`src/design/svtlp_pkg.sv`:
```
`default_nettype none
package svtlp_pkg;

   localparam int CHAR_W = 8;
   localparam int ID_W   = 32;
   localparam int TYPE_W = 2;
   localparam int STAT_W = 2;
   localparam int KW_LEN = 12;
   localparam int KW_IDX_W = $clog2(KW_LEN + 1);

   // Result queue; the depth must be a power of two so that the pointers wrap.
   localparam int RSP_DEPTH = 4;
   localparam int RSP_PTR_W = $clog2(RSP_DEPTH);
   localparam int RSP_CNT_W = $clog2(RSP_DEPTH + 1);

   localparam logic [STAT_W-1:0] ST_ACCEPTED  = 2'd0;
   localparam logic [STAT_W-1:0] ST_SYNTAX    = 2'd1;
   localparam logic [STAT_W-1:0] ST_TYPE_OOR  = 2'd2;
   localparam logic [STAT_W-1:0] ST_ID_OVFL   = 2'd3;

   localparam logic KIND_NAME    = 1'b0;
   localparam logic KIND_VERDICT = 1'b1;

   localparam logic [CHAR_W-1:0] KW_TEXT [KW_LEN] = '{
      "S", "I", "G", "_", "V", "A", "L", "T", "Y", "P", "E", "_"
   };

   localparam logic [CHAR_W-1:0] CH_MINUS = "-";
   localparam logic [CHAR_W-1:0] CH_SEMI  = ";";
   localparam logic [CHAR_W-1:0] CH_UNDER = "_";
   localparam logic [CHAR_W-1:0] CH_LF    = 8'h0A;
   localparam logic [CHAR_W-1:0] CH_CR    = 8'h0D;
   localparam logic [TYPE_W-1:0] TYPE_MAX = 2'd2;
   localparam logic [TYPE_W-1:0] TYPE_SAT = 2'd3;

   typedef struct packed {
      logic                     kind;
      logic [CHAR_W-1:0]        name_char;
      logic signed [ID_W-1:0]   msg_id;
      logic [TYPE_W-1:0]        value_type;
      logic [STAT_W-1:0]        status;
      logic                     last_of_run;
   } rsp_item_type;

   typedef struct packed {
      logic         name_valid;
      logic         verdict_valid;
      rsp_item_type name_res;
      rsp_item_type verdict_res;
   } push_type;

   function automatic logic is_ws(input logic [CHAR_W-1:0] c);
      return (c == 8'h20) || (c == 8'h0A) || (c == 8'h0D) || (c == 8'h09) ||
             (c == 8'h0B) || (c == 8'h0C);
   endfunction

   function automatic logic is_dig(input logic [CHAR_W-1:0] c);
      return (c >= "0") && (c <= "9");
   endfunction

   function automatic logic is_ident(input logic [CHAR_W-1:0] c);
      return ((c >= "a") && (c <= "z")) || ((c >= "A") && (c <= "Z")) ||
             is_dig(c) || (c == CH_UNDER);
   endfunction

endpackage
`default_nettype wire

```
`src/design/svtlp_req_if.sv`:
```
`default_nettype none
interface svtlp_req_if import svtlp_pkg::*; ();
   logic              valid;
   logic              ready;
   logic [CHAR_W-1:0] char_code;
   logic              end_of_text;

   modport source (output valid, output char_code, output end_of_text, input ready);
   modport sink (input valid, input char_code, input end_of_text, output ready);
endinterface
`default_nettype wire

```
`src/design/svtlp_rsp_if.sv`:
```
`default_nettype none
interface svtlp_rsp_if import svtlp_pkg::*; ();
   logic                   valid;
   logic                   ready;
   logic                   kind;
   logic [CHAR_W-1:0]      name_char;
   logic signed [ID_W-1:0] msg_id;
   logic [TYPE_W-1:0]      value_type;
   logic [STAT_W-1:0]      status;
   logic                   last_of_run;

   modport source (output valid, output kind, output name_char, output msg_id,
                   output value_type, output status, output last_of_run, input ready);
   modport sink (input valid, input kind, input name_char, input msg_id,
                 input value_type, input status, input last_of_run, output ready);
endinterface
`default_nettype wire

```
`src/design/svtlp_core.sv`:
```
`default_nettype none
module svtlp_core import svtlp_pkg::*; (
   input  wire logic              clock,
   input  wire logic              reset,
   input  wire logic              accept,
   input  wire logic [CHAR_W-1:0] char_code,
   input  wire logic              end_of_text,
   output push_type               push
);

   localparam logic [3:0] PH_LEAD       = 4'd0;
   localparam logic [3:0] PH_KEY        = 4'd1;
   localparam logic [3:0] PH_ID_WS      = 4'd2;
   localparam logic [3:0] PH_ID_SIGN    = 4'd3;
   localparam logic [3:0] PH_ID_DIG     = 4'd4;
   localparam logic [3:0] PH_NAME_WS    = 4'd5;
   localparam logic [3:0] PH_NAME       = 4'd6;
   localparam logic [3:0] PH_TYPE_WS    = 4'd7;
   localparam logic [3:0] PH_TYPE       = 4'd8;
   localparam logic [3:0] PH_SEMI_WS    = 4'd9;
   localparam logic [3:0] PH_AFTER_SEMI = 4'd10;
   localparam logic [3:0] PH_CR         = 4'd11;
   localparam logic [3:0] PH_DONE       = 4'd12;

   logic [3:0]          phase_ff, phase_in, ph;
   logic [KW_IDX_W-1:0] kw_idx_ff, kw_idx_in;
   logic                neg_ff, neg_in;
   logic [ID_W-1:0]     mag_ff, mag_in;
   logic                ovf_ff, ovf_in;
   logic [TYPE_W-1:0]   type_ff, type_in;
   logic [STAT_W-1:0]   stat_ff, stat_in;

   logic [3:0]          digit;
   logic [ID_W+3:0]     id_prod;
   logic [ID_W+3:0]     id_limit;
   logic                id_too_big;
   logic                name_hit;
   logic [ID_W-1:0]     verdict_id;

   assign digit    = char_code[3:0] - 4'd0;
   // mag * 10 + digit, built from shifts so no multiplier is needed.
   assign id_prod  = {1'b0, mag_ff, 3'b000} + {3'b000, mag_ff, 1'b0} +
                     {{(ID_W){1'b0}}, digit};
   assign id_limit = {4'b0000, 1'b0, {(ID_W-1){1'b1}}} + {{(ID_W+3){1'b0}}, neg_ff};
   assign id_too_big = id_prod > id_limit;

   always_comb begin
      phase_in  = phase_ff;
      kw_idx_in = kw_idx_ff;
      neg_in    = neg_ff;
      mag_in    = mag_ff;
      ovf_in    = ovf_ff;
      type_in   = type_ff;
      stat_in   = stat_ff;
      name_hit  = 1'b0;

      ph = phase_ff;
      if ((ph == PH_LEAD) && !is_ws(char_code)) begin
         ph = PH_KEY;
      end
      phase_in = ph;

      unique case (ph)
         PH_LEAD: begin
         end
         PH_KEY: begin
            if ((kw_idx_ff < KW_IDX_W'(KW_LEN)) &&
                (char_code == KW_TEXT[kw_idx_ff])) begin
               kw_idx_in = kw_idx_ff + 1'b1;
               if (kw_idx_ff == KW_IDX_W'(KW_LEN - 1)) begin
                  phase_in = PH_ID_WS;
               end
            end else begin
               stat_in  = ST_SYNTAX;
               phase_in = PH_DONE;
            end
         end
         PH_ID_WS, PH_ID_SIGN: begin
            if ((ph == PH_ID_WS) && is_ws(char_code)) begin
            end else if ((ph == PH_ID_WS) && (char_code == CH_MINUS)) begin
               neg_in   = 1'b1;
               phase_in = PH_ID_SIGN;
            end else if (is_dig(char_code)) begin
               if (id_too_big) begin
                  ovf_in = 1'b1;
               end else begin
                  mag_in = id_prod[ID_W-1:0];
               end
               phase_in = PH_ID_DIG;
            end else begin
               stat_in  = ST_SYNTAX;
               phase_in = PH_DONE;
            end
         end
         PH_ID_DIG: begin
            if (is_dig(char_code)) begin
               // Once overflowed, further digits are swallowed.
               if (!ovf_ff) begin
                  if (id_too_big) begin
                     ovf_in = 1'b1;
                  end else begin
                     mag_in = id_prod[ID_W-1:0];
                  end
               end
            end else if (ovf_ff) begin
               stat_in  = ST_ID_OVFL;
               phase_in = PH_DONE;
            end else if (is_ws(char_code)) begin
               phase_in = PH_NAME_WS;
            end else if (is_ident(char_code)) begin
               name_hit = 1'b1;
               phase_in = PH_NAME;
            end else begin
               stat_in  = ST_SYNTAX;
               phase_in = PH_DONE;
            end
         end
         PH_NAME_WS: begin
            if (is_ws(char_code)) begin
            end else if (is_ident(char_code)) begin
               name_hit = 1'b1;
               phase_in = PH_NAME;
            end else begin
               stat_in  = ST_SYNTAX;
               phase_in = PH_DONE;
            end
         end
         PH_NAME: begin
            if (is_ident(char_code)) begin
               name_hit = 1'b1;
            end else if (is_ws(char_code)) begin
               phase_in = PH_TYPE_WS;
            end else begin
               stat_in  = ST_SYNTAX;
               phase_in = PH_DONE;
            end
         end
         PH_TYPE_WS, PH_TYPE: begin
            if (is_dig(char_code)) begin
               // Any second digit after a non-zero one already exceeds the range.
               if (type_ff != '0) begin
                  type_in = TYPE_SAT;
               end else if (digit > 4'd3) begin
                  type_in = TYPE_SAT;
               end else begin
                  type_in = digit[TYPE_W-1:0];
               end
               phase_in = PH_TYPE;
            end else if ((ph == PH_TYPE_WS) && is_ws(char_code)) begin
            end else if ((ph == PH_TYPE) && is_ws(char_code)) begin
               phase_in = PH_SEMI_WS;
            end else if ((ph == PH_TYPE) && (char_code == CH_SEMI)) begin
               phase_in = PH_AFTER_SEMI;
            end else begin
               stat_in  = ST_SYNTAX;
               phase_in = PH_DONE;
            end
         end
         PH_SEMI_WS: begin
            if (is_ws(char_code)) begin
            end else if (char_code == CH_SEMI) begin
               phase_in = PH_AFTER_SEMI;
            end else begin
               stat_in  = ST_SYNTAX;
               phase_in = PH_DONE;
            end
         end
         PH_AFTER_SEMI, PH_CR: begin
            if (char_code == CH_LF) begin
               stat_in  = (type_ff > TYPE_MAX) ? ST_TYPE_OOR : ST_ACCEPTED;
               phase_in = PH_DONE;
            end else if ((ph == PH_AFTER_SEMI) && (char_code == CH_CR)) begin
               phase_in = PH_CR;
            end else begin
               stat_in  = ST_SYNTAX;
               phase_in = PH_DONE;
            end
         end
         PH_DONE: begin
         end
         default: begin
         end
      endcase

      // The flagged last character closes the line whatever phase it reached.
      if (end_of_text) begin
         if (phase_in == PH_AFTER_SEMI) begin
            stat_in = (type_in > TYPE_MAX) ? ST_TYPE_OOR : ST_ACCEPTED;
         end else if (phase_in == PH_ID_DIG) begin
            stat_in = ovf_in ? ST_ID_OVFL : ST_SYNTAX;
         end else if (phase_in != PH_DONE) begin
            stat_in = ST_SYNTAX;
         end
      end

      verdict_id = ovf_in ? '0 : (neg_in ? ('0 - mag_in) : mag_in);

      push.name_valid              = accept && name_hit;
      push.name_res.kind           = KIND_NAME;
      push.name_res.name_char      = char_code;
      push.name_res.msg_id         = '0;
      push.name_res.value_type     = '0;
      push.name_res.status         = ST_ACCEPTED;
      push.name_res.last_of_run    = !end_of_text;

      push.verdict_valid           = accept && end_of_text;
      push.verdict_res.kind        = KIND_VERDICT;
      push.verdict_res.name_char   = '0;
      push.verdict_res.msg_id      = verdict_id;
      push.verdict_res.value_type  = (stat_in == ST_ACCEPTED) ? type_in : '0;
      push.verdict_res.status      = stat_in;
      push.verdict_res.last_of_run = 1'b1;
   end

   always_ff @(posedge clock) begin
      if (reset || (accept && end_of_text)) begin
         phase_ff  <= PH_LEAD;
         kw_idx_ff <= '0;
         neg_ff    <= 1'b0;
         mag_ff    <= '0;
         ovf_ff    <= 1'b0;
         type_ff   <= '0;
         stat_ff   <= ST_ACCEPTED;
      end else if (accept) begin
         phase_ff  <= phase_in;
         kw_idx_ff <= kw_idx_in;
         neg_ff    <= neg_in;
         mag_ff    <= mag_in;
         ovf_ff    <= ovf_in;
         type_ff   <= type_in;
         stat_ff   <= stat_in;
      end
   end

endmodule
`default_nettype wire

```
`src/design/svtlp_fifo.sv`:
```
`default_nettype none
module svtlp_fifo import svtlp_pkg::*; (
   input  wire logic     clock,
   input  wire logic     reset,
   input  wire push_type push,
   output logic          space,
   output logic          out_valid,
   input  wire logic     out_ready,
   output rsp_item_type  out_item
);

   rsp_item_type          mem_ff [RSP_DEPTH];
   logic [RSP_PTR_W-1:0]  wr_ptr_ff, wr_ptr_in;
   logic [RSP_PTR_W-1:0]  rd_ptr_ff, rd_ptr_in;
   logic [RSP_CNT_W-1:0]  count_ff, count_in;
   logic [1:0]            push_n;
   logic                  pop;
   logic                  push_any;

   assign push_n    = {1'b0, push.name_valid} + {1'b0, push.verdict_valid};
   assign push_any  = push.name_valid || push.verdict_valid;
   assign out_valid = (count_ff != '0);
   assign pop       = out_valid && out_ready;
   assign out_item  = mem_ff[rd_ptr_ff];
   // Room for the two beats that one character may cause.
   assign space     = (count_ff <= RSP_CNT_W'(RSP_DEPTH - 2));

   assign wr_ptr_in = wr_ptr_ff + RSP_PTR_W'(push_n);
   assign rd_ptr_in = rd_ptr_ff + RSP_PTR_W'(pop);
   assign count_in  = count_ff + RSP_CNT_W'(push_n) - RSP_CNT_W'(pop);

   always_ff @(posedge clock) begin
      if (push.name_valid) begin
         mem_ff[wr_ptr_ff] <= push.name_res;
      end
      if (push.verdict_valid) begin
         mem_ff[wr_ptr_ff + RSP_PTR_W'(push.name_valid)] <= push.verdict_res;
      end
   end

   always_ff @(posedge clock) begin
      if (reset) begin
         wr_ptr_ff <= '0;
         rd_ptr_ff <= '0;
         count_ff  <= '0;
      end else begin
         wr_ptr_ff <= wr_ptr_in;
         rd_ptr_ff <= rd_ptr_in;
         count_ff  <= count_in;
      end
   end

`ifndef SYNTHESIS
   a_count_bound: assert property (@(posedge clock) disable iff (reset)
      count_ff <= RSP_CNT_W'(RSP_DEPTH))
      else $error("result queue count beyond depth");

   a_push_has_room: assert property (@(posedge clock) disable iff (reset)
      push_any |-> space)
      else $error("result pushed without room for two beats");

   a_pop_only: assert property (@(posedge clock) disable iff (reset)
      (pop && !push_any) |=> (count_ff == $past(count_ff) - 1'b1))
      else $error("result queue count not decremented on pop");
`endif

endmodule
`default_nettype wire

```
`src/design/signal_value_type_line_parser.sv`:
```
`default_nettype none
// Result beats of an accepted character are registered in the result queue first.
// Throughput: one character per cycle while the result queue has room for two beats; a
// character with a name beat and the verdict needs two beats of the single output port.
// Reset: synchronous, active high; clears the parser state and empties the result queue.
// After each verdict the parser returns to its reset state for the next line.
module signal_value_type_line_parser import svtlp_pkg::*; (
   input  wire logic   clock,
   input  wire logic   reset,
   svtlp_req_if.sink   req_chan,
   svtlp_rsp_if.source rsp_chan
);

   push_type     push;
   logic         space;
   logic         accept;
   rsp_item_type out_item;

   assign req_chan.ready = space;
   assign accept         = req_chan.valid && space;

   svtlp_core u_core (
      .clock       (clock),
      .reset       (reset),
      .accept      (accept),
      .char_code   (req_chan.char_code),
      .end_of_text (req_chan.end_of_text),
      .push        (push)
   );

   svtlp_fifo u_fifo (
      .clock     (clock),
      .reset     (reset),
      .push      (push),
      .space     (space),
      .out_valid (rsp_chan.valid),
      .out_ready (rsp_chan.ready),
      .out_item  (out_item)
   );

   assign rsp_chan.kind        = out_item.kind;
   assign rsp_chan.name_char   = out_item.name_char;
   assign rsp_chan.msg_id      = out_item.msg_id;
   assign rsp_chan.value_type  = out_item.value_type;
   assign rsp_chan.status      = out_item.status;
   assign rsp_chan.last_of_run = out_item.last_of_run;

endmodule
`default_nettype wire
```
`src/flat_wrapper.sv`:
```
// flat-port wrapper written by rule: the top's interface ports become plain ports
module signal_value_type_line_parser_flat import svtlp_pkg::*;
  (clock, reset, req_chan_valid, req_chan_char_code, req_chan_end_of_text, req_chan_ready, rsp_chan_valid, rsp_chan_kind, rsp_chan_name_char, rsp_chan_msg_id, rsp_chan_value_type, rsp_chan_status, rsp_chan_last_of_run, rsp_chan_ready);
  svtlp_req_if req_chan_i ();
  svtlp_rsp_if rsp_chan_i ();
  input  wire logic clock;
  input  wire logic reset;
  input wire logic [$bits(req_chan_i.valid)-1:0] req_chan_valid;
  input wire logic [$bits(req_chan_i.char_code)-1:0] req_chan_char_code;
  input wire logic [$bits(req_chan_i.end_of_text)-1:0] req_chan_end_of_text;
  output wire logic [$bits(req_chan_i.ready)-1:0] req_chan_ready;
  output wire logic [$bits(rsp_chan_i.valid)-1:0] rsp_chan_valid;
  output wire logic [$bits(rsp_chan_i.kind)-1:0] rsp_chan_kind;
  output wire logic [$bits(rsp_chan_i.name_char)-1:0] rsp_chan_name_char;
  output wire logic [$bits(rsp_chan_i.msg_id)-1:0] rsp_chan_msg_id;
  output wire logic [$bits(rsp_chan_i.value_type)-1:0] rsp_chan_value_type;
  output wire logic [$bits(rsp_chan_i.status)-1:0] rsp_chan_status;
  output wire logic [$bits(rsp_chan_i.last_of_run)-1:0] rsp_chan_last_of_run;
  input wire logic [$bits(rsp_chan_i.ready)-1:0] rsp_chan_ready;
  assign req_chan_i.valid = req_chan_valid;
  assign req_chan_i.char_code = req_chan_char_code;
  assign req_chan_i.end_of_text = req_chan_end_of_text;
  assign req_chan_ready = req_chan_i.ready;
  assign rsp_chan_valid = rsp_chan_i.valid;
  assign rsp_chan_kind = rsp_chan_i.kind;
  assign rsp_chan_name_char = rsp_chan_i.name_char;
  assign rsp_chan_msg_id = rsp_chan_i.msg_id;
  assign rsp_chan_value_type = rsp_chan_i.value_type;
  assign rsp_chan_status = rsp_chan_i.status;
  assign rsp_chan_last_of_run = rsp_chan_i.last_of_run;
  assign rsp_chan_i.ready = rsp_chan_ready;
  signal_value_type_line_parser u_core (.clock(clock), .reset(reset), .req_chan(req_chan_i), .rsp_chan(rsp_chan_i));
endmodule
```
`config.mk`:
```
export PLATFORM = sky130hd
export DESIGN_NAME = signal_value_type_line_parser_flat
export DESIGN_NICKNAME = d
export VERILOG_FILES = /design/src/design/svtlp_pkg.sv /design/src/design/svtlp_req_if.sv /design/src/design/svtlp_rsp_if.sv /design/src/design/svtlp_core.sv /design/src/design/svtlp_fifo.sv /design/src/design/signal_value_type_line_parser.sv /design/src/flat_wrapper.sv
export SDC_FILE = /design/constraint.sdc
export NUM_CORES = 1
export LEC_CHECK = 0
export BUFFER_PORTS_ARGS = -buffer_cell sky130_fd_sc_hd__buf_2
export CORE_ASPECT_RATIO = 1.25
export CORE_MARGIN = 2
export CORE_UTILIZATION = 45
export DETAILED_ROUTE_END_ITERATION = 6
export MAX_ROUTING_LAYER = met4
export PLACE_DENSITY = 0.61
export SETUP_SLACK_MARGIN = 0.4
export SLEW_MARGIN = 20
export SYNTH_ARGS = -nofsm -noshare
export SYNTH_HDL_FRONTEND = slang
export SYNTH_SLANG_ARGS = --single-unit
export TNS_END_PERCENT = 5
```
`constraint.sdc`:
```
create_clock -name clock -period 24.1 [get_ports clock]
set_clock_uncertainty 0.15 [all_clocks]
set_input_delay 4.82 -clock clock [delete_from_list [all_inputs] [get_ports clock]]
set_output_delay 4.82 -clock clock [all_outputs]
set_load 0.02 [all_outputs]
```
# Word-level counts from Yosys, hierarchy flattened
# Memories as Yosys holds them, arrays and structs flattened. A register that Yosys moved wholly into a read port is not among the register bits.
# Cells that the tools add are included.
# classes
reduce_logical	34
n_addsub	11
bitwise	1
order_cmp	13
mux	85
eq_ne	25
# ops
cell	count
$mux W32	8
$mux W4	16
$pmux W32 S2	1
$mux W2	31
$eq A8 B4 Y1 const B	5
$add A35 B33 Y36	1
$add A36 B4 Y36	1
$gt A36 B32 Y1	1
$add A31 B1 Y32 const A	1
$pmux W4 S8	1
$sub A1 B32 Y32 const A	1
$eq A4 B4 Y1 const B	6
$eq A8 B6 Y1 const B	3
$eq A4 B3 Y1 const B	5
$mux W1	18
$ge A8 B7 Y1 const B	2
$le A8 B7 Y1 const B	2
$mux W8	2
$pmux W2 S8	1
$logic_and A1 B1 Y1	15
$mux W3	5
$logic_or A1 B1 Y1	9
$eq A4 B2 Y1 const B	2
$eq A8 B7 Y1 const B	1
other kinds (26)	31
# totals
inputBits	13
mem_bits_ro	128
regBits	53
mem_bits_rw	184
output_inout_bits	48
word_cells	181
memories	2
# mem_list
name	words	width	read_ports	rd_clocked_by_memory_dff	write_ports	line	text
u_core.u_fifo.mem_ff	4	46	1	1	2	svtlp_fifo.sv:12	rsp_item_type mem_ff [RSP_DEPTH];
(no name shown)	16	8	1	0	0	svtlp_core.sv:68	(char_code == KW_TEXT[kw_idx_ff])) begin

# Logic depth before layout (Yosys ltp)
# depth
ltp_word	23
depth_mapped	28
depth_no_buf	25

# Hierarchy
# From an unflattened synthesis, not the netlist that was laid out.
# unflattened
hier_cells	1574
hier_area_um2	17399.2
# modules_own_cells
module	n_inst	seq_area_each_um2	area_per_inst_um2	cells_per_inst
svtlp_fifo	1	5665.4	9349.0	491
svtlp_core	1	920.9	8044.0	1082
signal_value_type_line_parser	1	0.0	6.3	1

# Worst setup path after synthesis
# Ideal clock, no wire load.
# synth_path
path_kind	in2reg
from	input req_chan_char_code[3]
to	memory u_core.u_fifo.mem_ff[1][29] (netlist bit), data pin
path_buffers	2
setup_ps	267
stages	26
slack_ps	12930
t_required_ps	23683
arrival_ps	10753
path_cell_list	fa_1 > ha_1 > a21oi_1 > a211oi_2 > o21ai_1 > or3b_1 > a2111oi_2 > nor2_1 > xnor2_1 > inv_1 > ha_1 > a21oi_1 > o21ai_0 > nor3_1 > nand3_1 > o41ai_1 > o311ai_4 > nor4_1 > buf_4 > mux2_2 > nor3_2 > and4_1 > buf_4 > nand4_1 > a21boi_1 > nor3_1
# synth_rtl
element	line	text
start: declaration	flat_wrapper.sv:9	input wire logic [$bits(req_chan_i.char_code)-1:0] req_chan_char_code;
end: declaration	svtlp_fifo.sv:12	

==> impl_summary.md <==
Yosys
The synthesized netlist devotes 9.09% of its cell area to adder and majority cells. The number of warning messages in the yosys log is 0. The post-synthesis mux area share is 10.1%. Of the total synthesized cell area, the portion taken by XOR and XNOR cells is 3.57%. The cell taking the most area after synthesis is sky130_fd_sc_hd__edfxtp_1. The register area share after synthesis is 40.2%. The compound-cell area share of the yosys netlist is 14.8%. The gate count after technology mapping is 1568. The simple logic cell fraction of the synthesized area is 18.8%. The post-synthesis net count is 1691. Yosys mapped the design onto 95 distinct sky130hd cell types. Counting flops with a built-in enable in the synthesized netlist gives 144. The number of flip-flops and latches in the synthesized netlist is 237. The synthesized area divided by synthesized cell count is 9.82 um2.

The most used flip-flop cell after synthesis is sky130_fd_sc_hd__edfxtp_1. By area the synthesized netlist is led by sky130_fd_sc_hd__edfxtp_1 28%, sky130_fd_sc_hd__dfxtp_1 12%, sky130_fd_sc_hd__ha_1 8.7%, sky130_fd_sc_hd__mux4_2 6.7%, sky130_fd_sc_hd__nor2_1 6.6%. The share of synthesized area in the top cell type comes to 28.1%. After synthesis the cells add up to 15400 um2. The largest family of logic cells by synthesized area is simple AND/OR/NAND/NOR gates.

In the synthesized netlist the async set-or-reset flop fraction comes to 0%.

Finish
The proportion of layout cells with a drive suffix above 1 is 13.3%. 0 antenna diodes ended up in the layout. For this run, the post-layout net count is 1701.

Summing all non-filler instances in the final layout gives an area of 16800 um2. The layout overhead on the synthesized area is 8.94%.

Worst setup path
STA classifies the critical path startpoint as an input pin. Setup slack on the worst reg-to-reg path comes out at 15.59 ns. Data on the critical path arrives at its endpoint at 12.61 ns. The maximum fanout encountered on the critical timing path is 46. The critical path data required time is 24.22 ns. The endpoint kind of the worst setup timing path is a flip-flop. The worst setup path is of the in -> reg kind.

Drt
The met3 wirelength from detailed routing is 1800 um. The total routed wire length on the met1 layer is 18300 um. The first routing iteration left 910 violations. The post-route DRC violation count is 0. The number of iterations in the first detailed-routing pass is 5. The mean number of vias per cell is 6.04. The detailed-route wire length is 40700 um. In this run the top signal layer used is met4. Across all layers, the routed design uses 12200 vias. After detailed routing, the met2 layer carries 19700 um of wire.

After detailed routing, the average wire length per cell comes to 20.2 um. The count of nets left with antenna violations once routing finished came out at 0.

Pwr
The proportion of power drawn by the clock network is 27.1%. The part of the power in combinational logic is 36.7%. Of the total power, registers draw 36.2%. The power dissipated by switching net loads is 515 uW. The internal power consumption is 864 uW. Of the total power, the share spent switching nets is 37.3%. The worst-case IR drop observed on VDD is 0.0494 mV. Summed over all cells, the static leakage comes to 0.00634 uW. The power consumption is 1380 uW. The power density over cell area is 82.2 nW/um2.

STA
Setup repair after global routing left no endpoint under its margin. After layout, the worst path uses 51.8% of the clock period. The setup TNS is 0 ns. The final period demand of the worst path is 12.50 ns. The max-slew violation count was 0. Headroom to the max-slew limit came out at 30.4%. Setup violations remaining at the end of the flow were counted as 0. Setup slack closes at 11.60 ns. The minimum hold slack is 0.293 ns. The achievable frequency is 80.0 MHz.

The final hold violation count is 0. The actual transition at the worst max-transition pin is 1.04 ns.

GRT
The number of global-route vias before repair is 11981. The number of antenna violations at the first check in global routing is 0. The all-layer global routing usage is 23.6%. The pin count of the biggest net entering global routing is 69. The first global-routing pass estimated 65300 um of wire. Global routing finished with a remaining overflow of 0.

Die
The height of the die is 211 um. Once the floorplan was initialized, standard cells occupied 45.8% of the core. The standard-cell row count is 75. The die covers 35700 um2. Measured along the x axis, the die boundary spans 169 um. In this run the count of I/O pins placed on the die edge is 61.

In this run the standard cell core region covers 33600 um2.

Flow run
Across the run, the number of max-cap violations was 0.

Clocking
The clock tree from TritonCTS is yes. The total number of clock tree sinks is 237. The longest clock path from root to sink contains 3 buffers. The later pin in the worst-skew pair is clocked with a latency of 0.53 ns. The post-CTS setup repair buffer count is 0.

In this run the number of H-tree levels came out at 1. The count of hold buffers inserted by post-cts repair is 0. Buffers inserted during clock tree synthesis total 24.

The number of gates resized after cts is 0. The master cell of the clock root buffer is sky130_fd_sc_hd__clkbuf_16. After clock tree synthesis, the clock-pin slew on the worst setup and hold paths is 0.06 ns.

Placed design
The placement-stage worst setup slack is 11.11 ns. The count of buffers added on input and output ports is 60. The instance area at placement is 16000 um2. Once detailed placement completed, the half-perimeter wirelength came to 29000 um. The routability congestion estimate is 0.922.

Hold path
The path category of the worst min-delay check is reg -> reg.

Status
The run finished with clean final reports.
## cell families (layout without fill, tap and decap cells)
family          Yosys count  after routing
simple gates            608            608
buf+inv                 123            151
fa+ha+maj               110            110
compound gates          332            332
xor+xnor                 61             61
flops                   237            237
mux                      97             97
## final cells by class
| cell class | instances | area [um2] |
|---|---|---|
| fill | 3078 | 16800 |
| multi-input combinational | 1208 | 8700 |
| sequential | 237 | 6190 |
| clock buffer | 35 | 664 |
| tap | 423 | 529 |
| timing repair buffer | 78 | 455 |
| clock inverter | 9 | 116 |
| inverter | 29 | 109 |
## critical path, cell delays in order
cell and delay, ns:
sky130_fd_sc_hd__buf_2 0.35, sky130_fd_sc_hd__fa_1 0.52, sky130_fd_sc_hd__ha_1 0.23, sky130_fd_sc_hd__a21oi_1 0.19, sky130_fd_sc_hd__a211oi_2 0.13, sky130_fd_sc_hd__o21ai_1 0.17
sky130_fd_sc_hd__or3b_1 0.46, sky130_fd_sc_hd__a2111oi_2 0.64, sky130_fd_sc_hd__nor2_1 0.13, sky130_fd_sc_hd__xnor2_1 0.25, sky130_fd_sc_hd__inv_1 0.07, sky130_fd_sc_hd__ha_1 0.31
sky130_fd_sc_hd__a21oi_1 0.14, sky130_fd_sc_hd__o21ai_0 0.13, sky130_fd_sc_hd__nor3_1 0.20, sky130_fd_sc_hd__nand3_1 0.10, sky130_fd_sc_hd__o41ai_1 0.68, sky130_fd_sc_hd__o311ai_4 0.30
sky130_fd_sc_hd__nor4_2 0.31, sky130_fd_sc_hd__buf_4 0.54, sky130_fd_sc_hd__nor2b_2 0.13, sky130_fd_sc_hd__nor2_1 0.36, sky130_fd_sc_hd__ha_1 0.29, sky130_fd_sc_hd__and4_1 0.52
sky130_fd_sc_hd__nand4_1 0.18, sky130_fd_sc_hd__a21oi_1 0.34, sky130_fd_sc_hd__nor3_1 0.10
## placed cells by master (no fill, tap or decap), types with 17 or more instances in the layout
cell type	n
sky130_fd_sc_hd__nor2_1	268
sky130_fd_sc_hd__edfxtp_1	144
sky130_fd_sc_hd__ha_1	107
sky130_fd_sc_hd__a21oi_1	104
sky130_fd_sc_hd__nand2_1	98
sky130_fd_sc_hd__dfxtp_1	91
sky130_fd_sc_hd__buf_2	60
sky130_fd_sc_hd__nor3_1	53
sky130_fd_sc_hd__mux2i_1	47
sky130_fd_sc_hd__mux4_2	46
sky130_fd_sc_hd__a211oi_1	43
sky130_fd_sc_hd__xor2_1	31
sky130_fd_sc_hd__inv_1	28
sky130_fd_sc_hd__xnor2_1	28
sky130_fd_sc_hd__nand3_1	26
sky130_fd_sc_hd__nand4_1	26
sky130_fd_sc_hd__o21ai_0	25
sky130_fd_sc_hd__clkbuf_16	24
sky130_fd_sc_hd__and2_1	21
sky130_fd_sc_hd__nor2b_1	20
sky130_fd_sc_hd__a31oi_1	18
sky130_fd_sc_hd__o21ai_1	17
sky130_fd_sc_hd__o211ai_1	17
sky130_fd_sc_hd__and3_1	17
sky130_fd_sc_hd__buf_4	17
## worst paths after layout
check | from | end | cells past startpoint
min | u_core.u_fifo.mem_ff[3][45]$_SDFFE_PP1P_ | u_core.u_fifo.mem_ff[3][45]$_SDFFE_PP1P_ | 2
max reg2reg | u_core.u_core.mag_ff[9]$_SDFFE_PP0P_ | u_core.u_fifo.mem_ff[3][35]$_DFFE_PP_ | 26
max | req_chan_char_code[3] | u_core.u_fifo.mem_ff[3][35]$_DFFE_PP_ | 27
min reg2reg | u_core.u_fifo.mem_ff[3][45]$_SDFFE_PP1P_ | u_core.u_fifo.mem_ff[3][45]$_SDFFE_PP1P_ | 2
## registers in the layout (all words and copies together), names as in the netlist
register,count
u_core.u_fifo.mem_ff,184
u_core.u_core.neg_ff,1
u_core.u_fifo.rd_ptr_ff,2
u_core.u_core.kw_idx_ff,4
u_core.u_fifo.wr_ptr_ff,2
u_core.u_core.ovf_ff,1
u_core.u_fifo.count_ff,3
u_core.u_core.type_ff,2
u_core.u_core.phase_ff,4
u_core.u_core.stat_ff,2
u_core.u_core.mag_ff,32
## cell usage after synthesis (all sizes together), types with 5 or more instances
| master | n |
|---|---|
| nor3 | 56 |
| nor3b | 10 |
| mux4 | 46 |
| xor2 | 32 |
| or2 | 7 |
| inv | 28 |
| a21oi | 106 |
| nand4 | 26 |
| a2111oi | 5 |
| a221oi | 6 |
| clkbuf | 59 |
| xnor2 | 29 |
| mux2i | 47 |
| o22ai | 6 |
| nor2b | 21 |
| o21ai | 43 |
| nor4 | 19 |
| nand2 | 99 |
| nand2b | 8 |
| o31ai | 8 |
| a31oi | 19 |
| and3 | 17 |
| buf | 35 |
| dfxtp | 93 |
| a211oi | 44 |
| a21o | 15 |
| a41oi | 6 |
| a21boi | 9 |
| nor2 | 269 |
| or3 | 12 |
| nand3 | 26 |
| o211ai | 18 |
| ha | 107 |
| and2 | 22 |
| edfxtp | 144 |
## power groups by stage
stage,clock (uW),combinational (uW),sequential [uW]
after floorplan,0,392,483
after global placement,0,485,519
after detailed placement,0,489,520
after CTS,380,491,512
after global routing,395,560,503
final,373,506,499
## per-stage QoR
step,instances,util [%]
after floorplan,1568,-
after global placement,1974,47.5
after detailed placement,1974,47.5
after CTS,2018,49.8
after global routing,2019,49.9
final,2019,49.9
## routing by layer
| metal | vias up | GRT usage (%) |
|---|---|---|
| li1 | 5880 | - |
| met1 | 5937 | 31.2 |
| met2 | 321 | 39.3 |
| met3 | 62 | 2.15 |
| met4 | 0 | 6.01 |
| met5 | - | - |
(Power assumes the default switching activity.)
